## src/rtl/lidar_point_image_projection_top_macros.svh

```systemverilog
// Assertion helpers used by the projection top module.
`ifndef LIDAR_POINT_IMAGE_PROJECTION_TOP_MACROS_SVH
`define LIDAR_POINT_IMAGE_PROJECTION_TOP_MACROS_SVH

// same-cycle implication, held off while in reset
`define LPPJ_ASSERT_IMP(label, ante, cons, msg) \
  label: assert property (@(posedge clk) disable iff (!rst_n) (ante) |-> (cons)) \
    else $error(msg);

// next-cycle implication, held off while in reset
`define LPPJ_ASSERT_NXT(label, ante, cons, msg) \
  label: assert property (@(posedge clk) disable iff (!rst_n) (ante) |=> (cons)) \
    else $error(msg);

`endif

```

## src/rtl/lppj_pkg.sv

```systemverilog
package lppj_pkg;

  localparam int AccW   = 66;           // row sum, Q32.32 plus growth
  localparam int DenW   = 65;           // positive depth sum magnitude
  localparam int RemW   = AccW + 16;    // |num| << 16
  localparam int CmpW   = DenW + 33;    // den << 32, plus a spare bit
  localparam int NumCells = 32;         // one quotient bit per cell

  localparam int CfgRegs = 8;
  localparam int CfgIdxW = 3;

  localparam logic [CfgIdxW-1:0] CFG_ROW0_C01 = 3'd0;
  localparam logic [CfgIdxW-1:0] CFG_ROW0_C23 = 3'd1;
  localparam logic [CfgIdxW-1:0] CFG_ROW1_C01 = 3'd2;
  localparam logic [CfgIdxW-1:0] CFG_ROW1_C23 = 3'd3;
  localparam logic [CfgIdxW-1:0] CFG_ROW2_C01 = 3'd4;
  localparam logic [CfgIdxW-1:0] CFG_ROW2_C23 = 3'd5;
  localparam logic [CfgIdxW-1:0] CFG_WIDTH    = 3'd6;
  localparam logic [CfgIdxW-1:0] CFG_HEIGHT   = 3'd7;

  localparam logic [14:0] WIDTH_RST  = 15'd1280;
  localparam logic [14:0] HEIGHT_RST = 15'd720;

  typedef struct packed {
    logic [RemW-1:0] rem;
    logic [31:0]     quo;
    logic            neg;
    logic            ovf;
  } lane_t;

  typedef struct packed {
    lane_t           u;
    lane_t           v;
    logic [DenW-1:0] den;
    logic            pos;
    logic [31:0]     depth;
  } item_t;

endpackage

```

## src/rtl/lppj_div_cell.sv

```systemverilog
module lppj_div_cell #(
  parameter int SHIFT = 31
) (
  input  logic            clk,
  input  logic            rst_n,
  input  logic            en,
  input  logic            in_valid,
  input  lppj_pkg::item_t in_item,
  output logic            out_valid,
  output lppj_pkg::item_t out_item
);

  logic            valid_r;
  lppj_pkg::item_t item_r;
  lppj_pkg::item_t item_nxt;

  // one restoring step: take den << SHIFT off the remainder if it fits
  function automatic lppj_pkg::lane_t step(input lppj_pkg::lane_t l,
                                           input logic [lppj_pkg::DenW-1:0] den);
    lppj_pkg::lane_t         o;
    logic [lppj_pkg::CmpW:0] diff;
    logic [lppj_pkg::CmpW-1:0] dsh;
    o    = l;
    dsh  = {{(lppj_pkg::CmpW-lppj_pkg::DenW){1'b0}}, den} << SHIFT;
    diff = {1'b0, {(lppj_pkg::CmpW-lppj_pkg::RemW){1'b0}}, l.rem} - {1'b0, dsh};
    if (!diff[lppj_pkg::CmpW]) begin
      o.rem        = diff[lppj_pkg::RemW-1:0];
      o.quo[SHIFT] = 1'b1;
    end
    step = o;
  endfunction

  always_comb begin
    item_nxt   = in_item;
    item_nxt.u = step(in_item.u, in_item.den);
    item_nxt.v = step(in_item.v, in_item.den);
  end

  always_ff @(posedge clk) begin
    if (en) item_r <= item_nxt;
  end

  always_ff @(posedge clk) begin
    if (!rst_n) begin
      valid_r <= 1'b0;
    end else if (en) begin
      valid_r <= in_valid;
    end
  end

  assign out_valid = valid_r;
  assign out_item  = item_r;

endmodule
```

## config.mk

```make
export PLATFORM = sky130hd
export DESIGN_NAME = lppj_div_cell
export DESIGN_NICKNAME = d
export VERILOG_FILES = /design/src/rtl/lidar_point_image_projection_top_macros.svh /design/src/rtl/lppj_pkg.sv /design/src/rtl/lppj_div_cell.sv
export SDC_FILE = /design/constraint.sdc
export NUM_CORES = 1
export LEC_CHECK = 0
export BUFFER_PORTS_ARGS = -buffer_cell sky130_fd_sc_hd__clkbuf_2
export CELL_PAD_IN_SITES_DETAIL_PLACEMENT = 0
export CELL_PAD_IN_SITES_GLOBAL_PLACEMENT = 1
export CORE_AREA = 2 2 256 258
export DETAILED_ROUTE_END_ITERATION = 10
export DIE_AREA = 0 0 258 260
export GPL_ROUTABILITY_DRIVEN = 0
export MAX_ROUTING_LAYER = met4
export PLACE_DENSITY_LB_ADDON = 0.05
export SYNTH_ARGS = -nofsm -noshare
export SYNTH_HDL_FRONTEND = slang
export SYNTH_SLANG_ARGS = --single-unit
```

## constraint.sdc

```tcl
create_clock -name clk -period 7.5 [get_ports clk]
set_input_delay 1.125 -clock clk [delete_from_list [all_inputs] [get_ports clk]]
set_output_delay 1.125 -clock clk [all_outputs]
set_load 0.05 [all_outputs]
```

==> summary.txt <==
Yosys
  • Synthesized area per cell: roughly 12 µm²
  • Synth warn: 0
  • Count of cell types in the netlist: 67
  • Ys async rst share: 0%
  • Post-synth EDFFs: 330
  • Yosys reg bits: 331
  • Post-synth net total: about 1.9k
  • Area of the mapped netlist: ~17000 µm²
  • Sequential area share after synthesis: roughly 59%
  • Top FF cell, synth: edfxtp_1
  • Cell count after synthesis: ~1.4k

Critical path
  • Critical Path AT: around 4900 ps
  • Critical Path Start Type: input pin
  • Crit end category: register
  • Most used cell, CP: a21oi_1
  • Critical path class: input pin to register
  • Worst path required time: around 8000 ps
  • CP cell instances: clkbuf_2, inv_1, ha_1, a21oi_1, o21ai_0, a221o_1, a21oi_1, nand4bb_1, nand4_1, a21boi_1, o31ai_4, buf_12, mux2_2
  • CP max FO: 79
  • Slowest cell on crit path: o31ai_4
  • Crit-path max cell delay: 730 ps

Power
  • Cell Pwr Density: approximately 250 nW/µm²
  • Cell leakage power: 10.1 nW
  • Tot Pwr: 5.70 mW
  • Max IR drop VDD: around 0.12 mV

STA
  • Hold Vio Cnt, Final: 0
  • Max Slew Vio Count: 0
  • Slew at the pin closest to its max-slew limit: around 1100 ps
  • Fin crit share: approximately 61%
  • Final setup viols: 0
  • Final TNS setup: 0 ps
  • RSZ-0062 raised after global routing: no
  • FMAX: 0.218 GHz
  • Max_slew headroom: ~29%
  • Post-route minimum period: about 4600 ps
  • Final hold slack: between 500 and 600 ps
  • Clk_skew: 0 ps

CTS
  • Clock Path Buffers: 3
  • Clock root buffer: clkbuf_16
  • Clk Latency, worst-skew pair: 580 ps
  • CTS Buf Count: between 40 and 50
  • CTS Sinks: roughly 330
  • CTS tree: built
  • Post-CTS Resized: 0
  • Hold_buf cts: 0
  • Number of H-tree levels: 2
  • Clk pin slew, worst setup/hold paths: approximately 60 ps
  • Post-CTS Setup Repair Bufs: 0

Floorplanning
  • Die Y: between 200 and 300 µm
  • Initial Utilization: roughly a quarter
  • Rows: slightly above 90
  • DIE AREA: between 60000 and 70000 µm²
  • Die W: around 260 µm
  • Core area: 64100 µm²
  • IO Pins: roughly 670

Route
  • Met3 Wirelength: between 5000 and 6000 µm
  • Post-DRT Antenna Nets: 0
  • Initial drt markers: about 1.1k
  • Met2 routed WL: ~37000 µm
  • WL per Instance: between 20 and 25 µm
  • Wl on met1: 28700 µm
  • Routed vias: between 10k and 15k
  • Post-route DRC: 0
  • Routed wire length: around 72000 µm
  • Pre-antenna DRT Iters: 5
  • Post-detailed-route via-to-cell ratio: between 4 and 5
  • Highest routed layer: met4

Placed design
  • Port Buffers: roughly 660
  • Post-Place Cells: roughly 2.9k
  • DP HPWL: between 50000 and 60000 µm
  • Post-DP Area: roughly 21000 µm²

Layout
  • Nets: ~2.5k
  • Finished Layout Cells: around 3.0k
  • Commonest non-fill, non-tap cell in the layout: clkbuf_2
  • Fillers: between 6k and 7k
  • Most frequent cells in the layout: clkbuf_2, edfxtp_1, nand2_1, o21ai_0, a21oi_1
  • Area grow syn2layout: 33.8%
  • Layout cells sized above 1: between 30% and 40%
  • Design area: ~23000 µm²

Global routing
  • Vias in the first global route: approximately 14k
  • First-pass GRT wire length: 100000 µm
  • Pin count of the biggest net entering global routing: between 150 and 200
  • Initial antenna violation count: 21
  • Gr usage total: between 20% and 30%
  • Total gr overflow: 0

Run
  • Max cap viols: 0

Outcome
  • Status: complete, no violations

Worst hold path
  • Hold WC Path Type: register to register
## Yosys cell counts, types with 5 or more instances
library cell	instances	area share [%]
nor3_1	11	0.33
mux2_2	7	0.47
a31oi_1	14	0.52
xor2_1	38	2.0
nand4_1	19	0.71
nor2_1	59	1.3
nor4_1	7	0.26
nor2b_1	9	0.33
nand2b_1	12	0.45
a21o_1	42	1.9
o211ai_1	8	0.36
o21ai_0	130	3.9
a21oi_1	117	3.5
and3_1	12	0.45
o21bai_1	20	0.89
a211oi_1	5	0.22
o21ai_1	13	0.39
clkbuf_1	46	1.0
a211o_1	6	0.31
edfxtp_1	330	59
nand2_1	176	3.9
o31ai_1	12	0.54
and2_1	6	0.22
o21a_1	7	0.31
nand3_1	20	0.59
inv_1	87	1.9
ha_1	102	7.6
xnor2_1	53	2.8
## power breakdown
| part | internal [mW] | leakage, nW | switching, mW | total [mW] |
|---|---|---|---|---|
| clock network | 1.18 | 0.660 | 0.845 | 2.02 |
| registers | 2.20 | 3.24 | 0.0454 | 2.25 |
| logic | 0.380 | 6.16 | 1.05 | 1.43 |
| total | 3.76 | 10.1 | 1.94 | 5.70 |
## metrics by stage
step	util (%)	setup slack, ps
6_report	35.1	2910
2_1_floorplan	-	3300
4_1_cts	35.0	2860
3_5_place_dp	32.9	2210
3_3_place_gp	32.9	2280
5_1_grt	35.1	2570
## registers in the layout, indices dropped and copies added (netlist names)
register / cells
out_item: 330
out_valid: 1
## worst max-delay path, delay by kind of cell
family	cells	cell delay, ps
AOI/OAI and AO/OA	6	1950
buffers and inverters	3	490
muxes	1	380
and+or+nand+nor	2	480
adders and majority gates	1	380
## cells by family after synthesis
logic type,Yosys count,share of synthesized area (%)
AOI/OAI and AO/OA,424,15.5
and+or+nand+nor,347,9.32
DFF,331,59.0
buffers and inverters,136,3.04
adders and majority gates,104,7.82
xor gates and xnor gates,91,4.74
muxes,8,0.528
## area by class of cell
| class | count | area, µm² | area share (%) |
|---|---|---|---|
| diodes | 18 | 45.0 | 0.200 |
| clock buffers | 50 | 1080 | 4.80 |
| clock inverters | 23 | 264 | 1.17 |
| inverters | 87 | 327 | 1.45 |
| multi-input cells | 974 | 6400 | 28.4 |
| flip-flops and latches | 331 | 9930 | 44.1 |
| well taps | 855 | 1070 | 4.75 |
| repair buffers | 669 | 3400 | 15.1 |
## final timing paths
kind | startpoint | to | slack (ps) | cells past startpoint
min reg2reg | out_valid | out_valid | 520 | 2
max | in_item[61] | out_item[280] | 2910 | 13
min | out_valid | out_valid | 520 | 2
max reg2reg | out_valid | out_valid | 6910 | 2
## per-layer routing
layer / global-route usage (%) / vias up
met2: 37.3 / 443
li1: - / 6739
met3: 6.40 / 68
met5: - / -
met1: 23.5 / 6787
met4: 5.65 / 0
(Power assumes the default switching activity.)
